[src/design/tcss_pkg.sv]
// ----------------------------------------------------------------------------
// tcss_pkg
// Shared types, character codes and the tail-stage function of the text
// comment and space stripper.
// ----------------------------------------------------------------------------
package tcss_pkg;

  // Character codes
  localparam logic [7:0] CH_HASH   = 8'h23;
  localparam logic [7:0] CH_QUOTE  = 8'h22;
  localparam logic [7:0] CH_BSLASH = 8'h5C;
  localparam logic [7:0] CH_NL     = 8'h0A;
  localparam logic [7:0] CH_SPACE  = 8'h20;
  localparam logic [7:0] CH_N      = 8'h6E;
  localparam logic [7:0] CH_ZERO   = 8'h00;

  // Result queue sizing: one item makes at most three results
  localparam int MAX_RESULTS = 3;
  localparam int QUEUE_DEPTH = 4;
  localparam int PTR_W       = $clog2(QUEUE_DEPTH);
  localparam int CNT_W       = $clog2(QUEUE_DEPTH + 1);

  // Flags of the space, empty-line and terminator stages
  typedef struct packed {
    logic seen_nonspace;
    logic seen_nonnewline;
    logic quote_open_last;
  } tail_state_t;

  typedef struct packed {
    tail_state_t st;
    logic        keep;
    logic [7:0]  ch;
  } tail_res_t;

  // Run one byte through the space, empty-line and terminator stages
  function automatic tail_res_t tail_step(input tail_state_t st_in, input logic [7:0] c);
    tail_res_t r;
    r.st   = st_in;
    r.keep = 1'b1;
    r.ch   = c;
    // drop leading and repeated spaces
    if (c == CH_NL) begin
      r.st.seen_nonspace = 1'b0;
    end else if (c == CH_SPACE) begin
      if (!st_in.seen_nonspace) begin
        r.keep = 1'b0;
      end
      r.st.seen_nonspace = 1'b0;
    end else begin
      r.st.seen_nonspace = 1'b1;
    end
    // drop empty lines
    if (r.keep) begin
      if (c != CH_NL) begin
        r.st.seen_nonnewline = 1'b1;
      end else if (!st_in.seen_nonnewline) begin
        r.keep = 1'b0;
      end else begin
        r.st.seen_nonnewline = 1'b0;
      end
    end
    // terminate lines outside quotes
    if (r.keep) begin
      if (c == CH_QUOTE) begin
        r.st.quote_open_last = !st_in.quote_open_last;
      end else if (c == CH_NL && !st_in.quote_open_last) begin
        r.ch = CH_ZERO;
      end
    end
    // a dropped space leaves all flags as they were
    if (!r.keep && c == CH_SPACE) begin
      r.st = st_in;
    end
    return r;
  endfunction

endpackage

[src/design/text_comment_space_stripper_top.sv]
// ----------------------------------------------------------------------------
// text_comment_space_stripper_top
// Streaming text preprocessor: drops comments, rewrites quoted newlines and
// escapes, squeezes spaces and empty lines, and terminates lines with zero.
// ----------------------------------------------------------------------------
//  channel | signals                            | direction
//  --------+------------------------------------+----------
//  input   | in_valid, in_ready, in_char, in_last    | in
//  output  | out_valid, out_ready, out_char, out_last | out
//
//  An accepted byte is processed in the cycle it is taken; its zero to three
//  results land in a four-entry result queue and leave one per cycle unless
//  out_ready stalls. One byte per cycle is sustained while each byte makes
//  at most one result and out_ready stays high; the queue drain port sets
//  the rate otherwise. in_ready is high while the queue holds at most one
//  result. Synchronous reset clears all flags and empties the queue.
// ----------------------------------------------------------------------------
module text_comment_space_stripper_top (
  input  logic       clk,
  input  logic       rst,
  input  logic       in_valid,
  output logic       in_ready,
  input  logic [7:0] in_char,
  input  logic       in_last,
  output logic       out_valid,
  input  logic       out_ready,
  output logic [7:0] out_char,
  output logic       out_last
);

  // Stream state
  logic                quote_open_first, quote_open_first_next;
  logic                in_comment, in_comment_next;
  logic                quote_open_later, quote_open_later_next;
  logic [7:0]          previous_raw_char, previous_raw_char_next;
  logic [7:0]          held_char, held_char_next;
  logic                held_valid, held_valid_next;
  tcss_pkg::tail_state_t tail_st, tail_st_next;

  // Result queue
  logic [7:0]                 q_char [tcss_pkg::QUEUE_DEPTH];
  logic                       q_last [tcss_pkg::QUEUE_DEPTH];
  logic [tcss_pkg::PTR_W-1:0] wr_ptr, rd_ptr;
  logic [tcss_pkg::CNT_W-1:0] count;

  // Results of the current beat
  logic [7:0] res_char [tcss_pkg::MAX_RESULTS];
  logic       res_last [tcss_pkg::MAX_RESULTS];
  logic [1:0] n_res;

  logic in_fire, out_fire;

  assign in_ready  = (count <= tcss_pkg::CNT_W'(1));
  assign in_fire   = in_valid && in_ready;
  assign out_valid = (count != '0);
  assign out_fire  = out_valid && out_ready;
  assign out_char  = q_char[rd_ptr];
  assign out_last  = q_last[rd_ptr];

  // Process one byte through all stages
  always_comb begin
    logic [7:0]          c;
    logic                pass;
    tcss_pkg::tail_res_t tr;
    quote_open_first_next  = quote_open_first;
    in_comment_next        = in_comment;
    quote_open_later_next  = quote_open_later;
    previous_raw_char_next = previous_raw_char;
    held_char_next         = held_char;
    held_valid_next        = held_valid;
    tail_st_next           = tail_st;
    n_res                  = 2'd0;
    for (int k = 0; k < tcss_pkg::MAX_RESULTS; k++) begin
      res_char[k] = tcss_pkg::CH_ZERO;
      res_last[k] = 1'b0;
    end
    c    = in_char;
    pass = 1'b1;
    tr   = '0;

    // strip comments outside quotes
    if (in_comment) begin
      if (c == tcss_pkg::CH_NL) begin
        in_comment_next = 1'b0;
      end else begin
        pass = 1'b0;
      end
    end else if (c == tcss_pkg::CH_HASH && !quote_open_first) begin
      in_comment_next = 1'b1;
      pass = 1'b0;
    end else if (c == tcss_pkg::CH_QUOTE) begin
      quote_open_first_next = !quote_open_first;
    end

    // rewrite quoted newlines and escapes, holding one byte
    if (pass) begin
      if (c == tcss_pkg::CH_NL && quote_open_later) begin
        c = tcss_pkg::CH_SPACE;
      end
      if (c == tcss_pkg::CH_N && quote_open_later &&
          previous_raw_char == tcss_pkg::CH_BSLASH) begin
        held_char_next = tcss_pkg::CH_NL;
      end else begin
        if (held_valid) begin
          tr = tcss_pkg::tail_step(tail_st_next, held_char);
          tail_st_next = tr.st;
          if (tr.keep) begin
            res_char[n_res] = tr.ch;
            n_res = n_res + 2'd1;
          end
        end
        held_char_next = c;
      end
      held_valid_next = 1'b1;
      if (c == tcss_pkg::CH_QUOTE) begin
        quote_open_later_next = !quote_open_later;
      end
      previous_raw_char_next = c;
    end

    // flush the held byte and close the text
    if (in_last) begin
      if (held_valid_next) begin
        tr = tcss_pkg::tail_step(tail_st_next, held_char_next);
        if (tr.keep) begin
          res_char[n_res] = tr.ch;
          n_res = n_res + 2'd1;
        end
      end
      res_char[n_res] = tcss_pkg::CH_ZERO;
      res_last[n_res] = 1'b1;
      n_res = n_res + 2'd1;
      quote_open_first_next  = 1'b0;
      in_comment_next        = 1'b0;
      quote_open_later_next  = 1'b0;
      previous_raw_char_next = tcss_pkg::CH_N;
      held_char_next         = tcss_pkg::CH_ZERO;
      held_valid_next        = 1'b0;
      tail_st_next           = '0;
    end
  end

  // Advance stream state on each accepted beat
  always_ff @(posedge clk) begin
    if (rst) begin
      quote_open_first  <= 1'b0;
      in_comment        <= 1'b0;
      quote_open_later  <= 1'b0;
      previous_raw_char <= tcss_pkg::CH_N;
      held_char         <= tcss_pkg::CH_ZERO;
      held_valid        <= 1'b0;
      tail_st           <= '0;
    end else if (in_fire) begin
      quote_open_first  <= quote_open_first_next;
      in_comment        <= in_comment_next;
      quote_open_later  <= quote_open_later_next;
      previous_raw_char <= previous_raw_char_next;
      held_char         <= held_char_next;
      held_valid        <= held_valid_next;
      tail_st           <= tail_st_next;
    end
  end

  // Push results into the queue
  always_ff @(posedge clk) begin
    if (in_fire) begin
      for (int k = 0; k < tcss_pkg::MAX_RESULTS; k++) begin
        if (2'(k) < n_res) begin
          q_char[wr_ptr + tcss_pkg::PTR_W'(k)] <= res_char[k];
          q_last[wr_ptr + tcss_pkg::PTR_W'(k)] <= res_last[k];
        end
      end
    end
  end

  // Track queue pointers and fill level
  always_ff @(posedge clk) begin
    if (rst) begin
      wr_ptr <= '0;
      rd_ptr <= '0;
      count  <= '0;
    end else begin
      if (in_fire) begin
        wr_ptr <= wr_ptr + tcss_pkg::PTR_W'(n_res);
      end
      if (out_fire) begin
        rd_ptr <= rd_ptr + tcss_pkg::PTR_W'(1);
      end
      count <= count + (in_fire ? tcss_pkg::CNT_W'(n_res) : '0)
                     - (out_fire ? tcss_pkg::CNT_W'(1) : '0);
    end
  end

  // Checks
  a_count_bound : assert property (@(posedge clk) disable iff (rst)
    count <= tcss_pkg::CNT_W'(tcss_pkg::QUEUE_DEPTH))
    else $error("result queue overflow");

  a_last_clears : assert property (@(posedge clk) disable iff (rst)
    in_fire && in_last |=> !held_valid && !in_comment && !quote_open_later)
    else $error("state not cleared after last beat");

  a_last_queued : assert property (@(posedge clk) disable iff (rst)
    in_fire && in_last |=> out_valid)
    else $error("terminator missing after last beat");

  a_hold_idle : assert property (@(posedge clk) disable iff (rst)
    !in_fire && !out_fire |=> $stable(count) && $stable(held_valid))
    else $error("queue or hold changed without a beat");

endmodule

[config.mk]
export PLATFORM = sky130hd
export DESIGN_NAME = text_comment_space_stripper_top
export DESIGN_NICKNAME = d
export VERILOG_FILES = /design/src/design/tcss_pkg.sv /design/src/design/text_comment_space_stripper_top.sv
export SDC_FILE = /design/constraint.sdc
export NUM_CORES = 1
export LEC_CHECK = 0
export BUFFER_PORTS_ARGS = -buffer_cell sky130_fd_sc_hd__clkbuf_2
export CORE_AREA = 2 2 97 99
export DETAILED_ROUTE_END_ITERATION = 7
export DIE_AREA = 0 0 99 101
export SYNTH_ARGS = -nofsm -noshare
export SYNTH_HDL_FRONTEND = slang
export SYNTH_SLANG_ARGS = --single-unit
[constraint.sdc]
create_clock -name clk -period 4.5 [get_ports clk]
set_input_delay 0.225 -clock clk [delete_from_list [all_inputs] [get_ports clk]]
set_output_delay 0.225 -clock clk [all_outputs]
set_load 0.01 [all_outputs]
==> results of run 1 <==
[registers in the layout, indices dropped and copies added (netlist names), named ones only]
signal / flops
held_char: 8
q_last: 4
wr_ptr: 2
count: 3
q_char: 32
in_comment: 1
previous_raw_char: 8
quote_open_later: 1
quote_open_first: 1
held_valid: 1
rd_ptr: 2
tail_st: 3
[area by class of cell]
class	instances	area, sq um	share of cell area
clock buffer	11	154	0.0340
clock inverter	5	32.5	0.00720
inverter	15	56.3	0.0125
multi-input combinational	328	2110	0.466
sequential	68	1720	0.381
tap	111	139	0.0307
timing repair buffer	49	310	0.0686
[synthesized netlist by cell type (2+ instances only)]
cell | n | area [sq um]
nor4bb_1 | 3 | 30.0
o21ai_1 | 6 | 30.0
a31oi_1 | 8 | 50.1
o211ai_1 | 2 | 15.0
clkbuf_1 | 20 | 75.1
o21ai_0 | 22 | 110
xor2_1 | 4 | 35.0
buf_2 | 2 | 10.0
inv_1 | 15 | 56.3
or3_1 | 4 | 25.0
a211oi_1 | 17 | 128
a22oi_1 | 9 | 67.6
nand2b_1 | 7 | 43.8
nor2b_1 | 5 | 31.3
and2_1 | 6 | 37.5
nand3b_1 | 2 | 15.0
a21o_1 | 2 | 15.0
a311oi_1 | 2 | 17.5
edfxtp_1 | 36 | 1080
xnor2_1 | 2 | 17.5
nor3_1 | 13 | 65.1
mux2_2 | 2 | 22.5
a32o_1 | 2 | 20.0
ha_1 | 8 | 100
nand3_1 | 4 | 20.0
dfxtp_1 | 32 | 641
or4_1 | 2 | 15.0
buf_1 | 2 | 7.51
o31ai_1 | 3 | 22.5
a22o_1 | 2 | 17.5
nor2_1 | 64 | 240
nand2_1 | 50 | 188
mux4_2 | 9 | 203
a21oi_1 | 36 | 180
o22ai_1 | 6 | 37.5
mux2i_1 | 6 | 60.1
[final timing paths]
path	start	end	slack, ns	cells after the start
worst max-delay path	previous_raw_char[3]	count[2]	0.34	18
worst min-delay path	in_char[2]	previous_raw_char[2]	0.28	3
worst max register to register	previous_raw_char[3]	count[2]	0.34	18
worst min register to register	previous_raw_char[4]	previous_raw_char[4]	0.47	2
[kinds of logic after synthesis]
| group | count (synthesis) | share of synthesized area |
|---|---|---|
| mux | 17 | 0.0724 |
| compound gates | 124 | 0.196 |
| buf+inv | 40 | 0.0397 |
| flops | 68 | 0.437 |
| simple gates | 172 | 0.211 |
| fa+ha+maj | 9 | 0.0305 |
| xor+xnor | 6 | 0.0133 |
[worst max-delay path, delay by kind of cell (launching register included)]
family / cells / cell delay (ns)
XOR/XNOR: 1 / 0.17
AND/OR/NAND/NOR: 5 / 0.98
adder cells (fa/ha/maj): 4 / 1.33
flip-flops: 1 / 0.35
buffers and inverters: 3 / 0.25
AO/OA/AOI/OAI: 5 / 0.93
[power groups by stage]
| stage | Clock (mW) | Sequential, mW | Combinational [mW] |
|---|---|---|---|
| finish | 0.478 | 0.828 | 0.638 |
| floorplan | 0 | 0.795 | 0.480 |
| global placement | 0 | 0.842 | 0.630 |
| global route | 0.522 | 0.842 | 0.715 |
| detailed placement | 0 | 0.844 | 0.637 |
| CTS | 0.484 | 0.830 | 0.641 |
[through the flow]
step,hold slack [ns],instance area (sq um),cells,setup TNS (ns)
5_1_grt,0.302,4520,587,0
2_1_floorplan,0.297,3950,436,0
3_5_place_dp,0.459,4290,570,-0.276
4_1_cts,0.270,4480,586,0
6_report,0.278,4520,587,0
3_3_place_gp,0.450,4290,570,0
[routing by layer]
layer | track usage | share of wire
met5 | 0 | 0
met4 | 0.0896 | 0.031
met3 | 0.0333 | 0.051
met2 | 0.342 | 0.49
met1 | 0.262 | 0.43
[what timing repair did]
item / CTS / global route
hold buffers: 0 / 0
resized for setup: 0 / 7
setup buffers: 0 / 1
setup endpoints to repair: 0 / 62
==> flow_metrics.tcl, run 1 <==
set metrics [dict create \
    layout_commonest_cell "nor2_1" \
    power_switching_uw 665 \
    swShare 0.342 \
    htreeDepth 3 \
    tightest_slew_ns 0.981 \
    dr.pass1.iters 5 \
    die_w_um 99 \
    cp.required_ns 4.72 \
    crit_path_start_kind "register" \
    grt_overflow 0 \
    peakVddDrop_v 0.000151 \
    vias_per_cell 5.82 \
    synthArstFlopShare 0 \
    p_leak_nw 1.72 \
    hold_viol_final 0 \
    synth_seq_cells 68 \
    synthCells 436 \
    ys_types 57 \
    antenna_found_initial 0 \
    rsz0062_at_grt "no" \
    power_density_nw_per_um2 430 \
    postSynthAreaPerCell_sq_um 9.04 \
    setup_viol 0 \
    max_clock_freq_ghz 0.240 \
    clk_pin_slew_ns 0.08 \
    path_cells "nor4bb_1, and4_1, a21oi_1, o41ai_2, o21ai_1, o21ai_1, inv_1, ha_1, o21ai_1, ha_1, nand2_1, nor2_1, inv_1, ha_1, inv_1, fa_1, xnor2_1, nor2_1" \
    ys_seq_area_frac 0.437 \
    drive_gt1_frac 0.187 \
    clk_path_buf_depth 2 \
    ys.flop_type "edfxtp_1" \
    drt-wirelength-per-cell_um 16.6 \
    fin_ws_ns 0.339 \
    insertion_delay_ns 0.35 \
    path_class "reg2reg" \
    drt-total-wl_um 9760 \
    slew_headroom 0.341 \
    synth_edf_count 36 \
    drtIter0Drc 264 \
    finClkSkew_ns 0.0103 \
    rows 35 \
    synth_nets 458 \
    post-route-min-period_ns 4.16 \
    cts_tree "yes" \
    final_cell_mix "nor2_1, nand2_1, edfxtp_1" \
    grtUsageTotal 0.204 \
    power_mw 1.94 \
    grt_max_degree 32 \
    areaGrowthSynthToFinish_pct 14.7 \
    fillers 835 \
    clockPowerShare 0.246 \
    antenna_cells 0 \
    portBuffers 23 \
    pre_cts_ws_ns -0.0757 \
    dr_total_vias 3418 \
    min_path_type "in2reg" \
    grt_pass1_wl_um 16100 \
    mappedNetlistArea_sq_um 3940 \
    end_kind "register" \
    yosysWarnings 0 \
    drv_slew 0 \
    share_comb_of_total_power 0.328 \
    outcome "finished, final reports clean" \
    crit_fanout 7 \
    cts.root.buffer_cell "clkbuf_8" \
    critPathArrivalTime_ns 4.38 \
    final_core_utilization 0.504 \
    io_pins 24 \
    intPower_mw 1.28 \
    fp.dieH_um 101 \
    slowest_stage "fa_1" \
    final_nets 493 \
    slowest_delay_ns 0.42 \
    hpwl_um 7390 \
    drv_cap 0 \
    core_sq_um 8980 \
    ant_nets 0 \
    grt_pass1_vias 3116 \
    finalCritPeriodShare 0.925 \
    p_seq_frac 0.426 \
    start_util 0.439 \
    cts_buffers 9 \
    gp_congestion 0.943 \
    cts_sinks 68 \
    dieArea_sq_um 10000 \
    drc 0 \
]
Power figures use the tool's default switching activity.
==> run 2, diff against run 1 <==
- ABC_AREA: unset -> 1
- CORE_AREA: 2 2 97 99 -> 2 2 99 101
- DIE_AREA: 0 0 99 101 -> 0 0 101 103
- MAX_ROUTING_LAYER: unset -> met4
==> flow_metrics.tcl, run 2 <==
set metrics [dict create \
    synthCells 580 \
    fin_ws_ns 0.436 \
    drtIter0Drc 219 \
    rsz0062_at_grt "no" \
    tns_ns 0 \
    io_pins 24 \
    crit_fanout 9 \
    final_cell_mix "nand2_1, inv_1, nor2_1" \
    ys.flop_type "edfxtp_1" \
    min_path_type "in2reg" \
    postCtsSetupBuffers 0 \
    portBuffers 23 \
    max_clock_freq_ghz 0.246 \
    power_density_nw_per_um2 473 \
    vias_per_cell 5.31 \
    clk_pin_slew_ns 0.08 \
    grt_max_degree 20 \
    outcome "finished, final reports clean" \
    fillers 964 \
    yosysWarnings 0 \
    areaGrowthSynthToFinish_pct 11.7 \
    ys_seq_area_frac 0.417 \
    cp.required_ns 4.49 \
    synth-compound-area-share 0.180 \
    peakVddDrop_v 0.000181 \
    tightest_slew_ns 0.680 \
    synth_top_cells_by_area "edfxtp_1, dfxtp_1, nand2_1, inv_1, nor2_1" \
    drc 0 \
    postSynthAreaPerCell_sq_um 7.12 \
    synth_top_family_by_area "simple AND/OR/NAND/NOR gates" \
    cts_buffers 9 \
    synthArstFlopShare 0 \
    hpwl_um 8500 \
    synthAdderAreaFrac 0.0291 \
    synth_nets 602 \
    drv_slew 0 \
    grtUsageTotal 0.237 \
    ys_types 38 \
    finalCritPeriodShare 0.903 \
    post-route-min-period_ns 4.06 \
    grt_overflow 0 \
    synth-simple-area-share 0.271 \
    fp.dieH_um 103 \
    drt-wirelength-per-cell_um 15.1 \
    layout_commonest_cell "nand2_1" \
    setup_viol 0 \
    rows 36 \
    cts.root.buffer_cell "clkbuf_8" \
    pre_cts_ws_ns 0.226 \
    synth_xor_area_frac 0.00212 \
    synth_top_cell_by_area "edfxtp_1" \
    reg.largest.list "q_char (32), held_char (8), previous_raw_char (8)" \
    path_class "reg2reg" \
    end_kind "register" \
    p_leak_nw 2.18 \
    gp_congestion 0.962 \
    core_sq_um 9460 \
    start_util 0.437 \
    cts_tree "yes" \
    htreeDepth 3 \
    yosysMostFrequentCell "nand2_1" \
    regMostFlops "q_char" \
    antenna_cells 0 \
    largest_reg_flops 32 \
    ant_nets 0 \
    grt_pass1_vias 3666 \
    clk_path_buf_depth 2 \
    dr_total_vias 3879 \
    post_cts_resized 0 \
    antenna_found_initial 0 \
    worstRegToRegCells 20 \
    r2r_slack_ns 0.44 \
    hold_viol_final 0 \
    finClkSkew_ns 0.0135 \
    drv_cap 0 \
    drive_gt1_frac 0.125 \
    synthTopCellsByCount "nand2_1, inv_1, nor2_1" \
    synth_seq_cells 68 \
    whs_path_depth 3 \
    synth.mux.area_fraction 0.00485 \
    mappedNetlistArea_sq_um 4130 \
    synth_edf_count 36 \
    grt_pass1_wl_um 18300 \
    critPathArrivalTime_ns 4.05 \
    dr.pass1.iters 6 \
    die_w_um 101 \
    final_nets 634 \
    hold_buffers 0 \
    dieArea_sq_um 10400 \
    crit_path_start_kind "register" \
    cts_sinks 68 \
    insertion_delay_ns 0.36 \
    slew_headroom 0.544 \
    drt-total-wl_um 11000 \
    synth_top_area_frac 0.262 \
]
run 2: changes by cell type after synthesis, moves of 8 or more:
cell | before | now
a211oi_1 | 17 | 0
a21oi_1 | 36 | 46
a22oi_1 | 9 | 1
clkbuf_1 | 20 | 12
inv_1 | 15 | 76
inv_2 | 0 | 11
mux4_2 | 9 | 0
nand2_1 | 50 | 137
nand3_1 | 4 | 40
nor3_1 | 13 | 5
o21ai_0 | 22 | 46
run 2: per-stage QoR:
| step | power (mW) | utilization | hold WS [ns] | cells | area (sq um) |
|---|---|---|---|---|---|
| 2_1_floorplan | 1.47 | - | 0.342 | 580 | 4130 |
| 3_5_place_dp | 1.73 | 0.467 | 0.466 | 715 | 4420 |
| 3_3_place_gp | 1.73 | 0.467 | 0.452 | 715 | 4420 |
| 5_1_grt | 2.36 | 0.488 | 0.165 | 731 | 4620 |
| 4_1_cts | 2.19 | 0.486 | 0.140 | 731 | 4600 |
| 6_report | 2.18 | 0.488 | 0.148 | 731 | 4620 |
run 2: worst max-delay path: stages (launching register included):
cell     delay [ns]
dfxtp_1        0.32
inv_1          0.09
nand3_1        0.08
nor2_1         0.11
nand2_1        0.06
nand2_1        0.16
nand2_2        0.17
o21ai_1        0.31
nand2_1        0.10
nor2_1         0.17
a32o_1         0.18
nand2_1        0.06
ha_1           0.27
nand2_1        0.11
ha_1           0.32
nand2_1        0.07
nor2_1         0.25
nand2_1        0.12
nor2_1         0.16
inv_1          0.14
nand3_1        0.44
run 2: area by class of cell:
cell class,count,area (sq um),share of cell area
clock buffer,12,155,0.0336
tap,114,143,0.0309
clock inverter,4,23.8,0.00515
multi-input combinational,407,2030,0.439
inverter,92,348,0.0754
timing repair buffer,34,198,0.0428
sequential,68,1720,0.373
run 2: kinds of logic after synthesis:
kind of cell,Yosys count
XOR/XNOR,1
buffers and inverters,105
multiplexers,2
AND/OR/NAND/NOR,265
adder cells (fa/ha/maj),9
flip-flops,68
AO/OA/AOI/OAI,130
run 2: layer usage:
layer / up-vias / track usage / part of all wire
li1: 1992 / - / -
met1: 1763 / 0.288 / 0.45
met2: 102 / 0.401 / 0.49
met3: 22 / 0.0359 / 0.041
met4: 0 / 0.0863 / 0.021
met5: - / - / 0
run 2: final timing paths:
kind	startpoint	endpoint
setup / recovery	quote_open_first	q_char[3][6]
hold / removal	in_char[4]	previous_raw_char[4]
setup reg to reg	quote_open_first	q_char[3][6]
hold reg to reg	quote_open_first	quote_open_first
run 2: power breakdown:
group / total (mW) / switching, mW / internal, mW
Sequential: 0.855 / 0.0544 / 0.801
Clock: 0.460 / 0.231 / 0.228
Combinational: 0.868 / 0.588 / 0.281
==> run 3, diff against run 2 <==
- CORE_AREA: 2 2 99 101 -> 2 2 82 123
- DIE_AREA: 0 0 101 103 -> 0 0 84 125
==> flow_metrics.tcl, run 3 (synthesized netlist as in run 2, its figures left out) <==
set metrics [dict create \
    htreeDepth 3 \
    finalCritPeriodShare 0.903 \
    final_cell_mix "nand2_1, inv_1, nor2_1" \
    fp.dieH_um 125 \
    drt-wirelength-per-cell_um 15.8 \
    grt_pass1_vias 3943 \
    regMostFlops "q_char" \
    gp_congestion 0.973 \
    cts_sinks 68 \
    cts_buffers 9 \
    cp.required_ns 4.47 \
    setup_viol 0 \
    worstRegToRegCells 19 \
    power_switching_uw 897 \
    drc 0 \
    rows 44 \
    critPathArrivalTime_ns 4.03 \
    path_cells "inv_1, nand4_1, nand2_1, nor2_1, nand2_1, nand2_1, nand2_1, nor2_1, a32o_1, nand2_1, ha_1, nand2_1, ha_1, nand2_1, nor2_1, nand2_1, nor2_1, inv_1, nand3_1" \
    largest_reg_flops 32 \
    portBuffers 23 \
    intPower_mw 1.51 \
    placed_cell_area_sq_um 4420 \
    outcome "finished, final reports clean" \
    whs_path_depth 3 \
    finClkSkew_ns 0.00942 \
    rsz0062_at_grt "no" \
    drv_cap 0 \
    drive_gt1_frac 0.123 \
    design_area_sq_um 4720 \
    cp_num_cells 19 \
    p_seq_frac 0.356 \
    drt-total-wl_um 11600 \
    final_nets 633 \
    reg.largest.list "q_char (32), held_char (8), previous_raw_char (8)" \
    min_path_type "in2reg" \
    power_density_nw_per_um2 510 \
    place_inst 715 \
    tightest_slew_ns 0.740 \
    dr_total_vias 3990 \
    peakVddDrop_v 0.000265 \
    share_comb_of_total_power 0.361 \
    ant_nets 0 \
    hold_viol_final 0 \
    cts_tree "yes" \
    path_buf_inv 2 \
    crit_path_start_kind "register" \
    crit_fanout 11 \
    p_leak_nw 2.22 \
    layout_commonest_cell "nand2_1" \
    areaGrowthSynthToFinish_pct 14.2 \
    dr.pass1.iters 5 \
    dieArea_sq_um 10500 \
    grt_overflow 0 \
    insertion_delay_ns 0.34 \
    clk_pin_slew_ns 0.06 \
    stdcell_count 731 \
    cts.root.buffer_cell "clkbuf_16" \
    slowest_stage "nand3_1" \
    slowest_delay_ns 0.43 \
    max_clock_freq_ghz 0.246 \
    io_pins 24 \
    path_class "reg2reg" \
    vias_per_cell 5.46 \
    postCtsSetupBuffers 0 \
    fin_ws_ns 0.435 \
    pre_cts_ws_ns 0.0128 \
    slew_headroom 0.504 \
    drv_slew 0 \
    end_kind "register" \
    swShare 0.373 \
    path_common_cell "nand2_1" \
    clockPowerShare 0.283 \
    grt_pass1_wl_um 18900 \
    grtUsageTotal 0.236 \
    core_sq_um 9520 \
    clk_path_buf_depth 2 \
    start_util 0.434 \
    tns_ns 0 \
    drtIter0Drc 190 \
    post-route-min-period_ns 4.06 \
    antenna_found_initial 0 \
    cp_top_family "simple AND/OR/NAND/NOR gates" \
    grt_max_degree 20 \
    die_w_um 84 \
    antenna_cells 0 \
    fillers 980 \
    hpwl_um 9140 \
]
-- run 3: cell count changes in the layout (fill, tap and decap cells not counted) --
| cell | before | now |
|---|---|---|
| buf_4 | 11 | 10 |
| bufinv_16 | 0 | 1 |
| clkbuf_1 | 1 | 2 |
| clkbuf_16 | 0 | 9 |
| clkbuf_8 | 11 | 0 |
| clkinv_2 | 2 | 3 |
| inv_4 | 2 | 1 |
| nand3_1 | 37 | 38 |
| nand3_2 | 5 | 4 |
| nor2_1 | 64 | 63 |
| nor2_2 | 4 | 5 |
| o21ai_1 | 6 | 5 |
| o21ai_2 | 0 | 1 |
-- run 3: final cells by class --
| type | count | area (sq um) | area share |
|---|---|---|---|
| multi-input cells | 407 | 2030 | 0.430 |
| inverters | 92 | 348 | 0.0737 |
| flip-flops and latches | 68 | 1720 | 0.365 |
| clock inverters | 5 | 52.6 | 0.0111 |
| repair buffers | 33 | 190 | 0.0403 |
| well taps | 115 | 144 | 0.0305 |
| clock buffers | 11 | 233 | 0.0493 |
-- run 3: power by group through the flow --
stage                     clock, mW  combinational (mW)  sequential [mW]
after detailed placement          0               0.864            0.869
final                         0.680               0.869            0.856
after CTS                     0.695               0.868            0.857
after global routing          0.719                1.00            0.866
after global placement            0               0.851            0.868
after floorplan                   0               0.618            0.850
-- run 3: stage by stage --
step	total power, mW	hold slack [ns]	util
2_1_floorplan	1.47	0.342	-
3_3_place_gp	1.72	0.451	0.464
3_5_place_dp	1.73	0.460	0.464
4_1_cts	2.42	0.172	0.494
5_1_grt	2.59	0.210	0.495
6_report	2.41	0.182	0.495
-- run 3: what timing repair did --
action	4_1_cts	5_1_grt
resized for setup	0	4
hold buffers	0	0
endpoints found under the setup margin	0	31
-- run 3: worst reg2reg max path, stage by stage (launching register included) --
cell,delay [ns]
dfxtp_1,0.39
inv_1,0.11
nand4_1,0.10
nand2_1,0.27
nor2_1,0.25
nand2_1,0.11
nand2_1,0.14
nand2_1,0.07
nor2_1,0.12
a32o_1,0.18
nand2_1,0.07
ha_1,0.28
nand2_1,0.10
ha_1,0.32
nand2_1,0.07
nor2_1,0.27
nand2_1,0.14
nor2_1,0.16
inv_1,0.13
nand3_1,0.43
-- run 3: layer usage --
layer / part of all wire / GRT usage / routed length, um
met1: 0.37 / 0.229 / 4250
met2: 0.53 / 0.421 / 6190
met3: 0.033 / 0.0416 / 378
met4: 0.066 / 0.160 / 760
met5: 0 / - / 0
-- run 3: path summary, 6_finish.rpt --
path                                             end        startpoint  slack, ns
worst max-delay path                    q_char[3][3]        in_comment       0.44
worst min-delay path            previous_raw_char[7]        in_char[7]       0.18
worst max register to register          q_char[3][3]        in_comment       0.44
worst min register to register      quote_open_first  quote_open_first       0.47
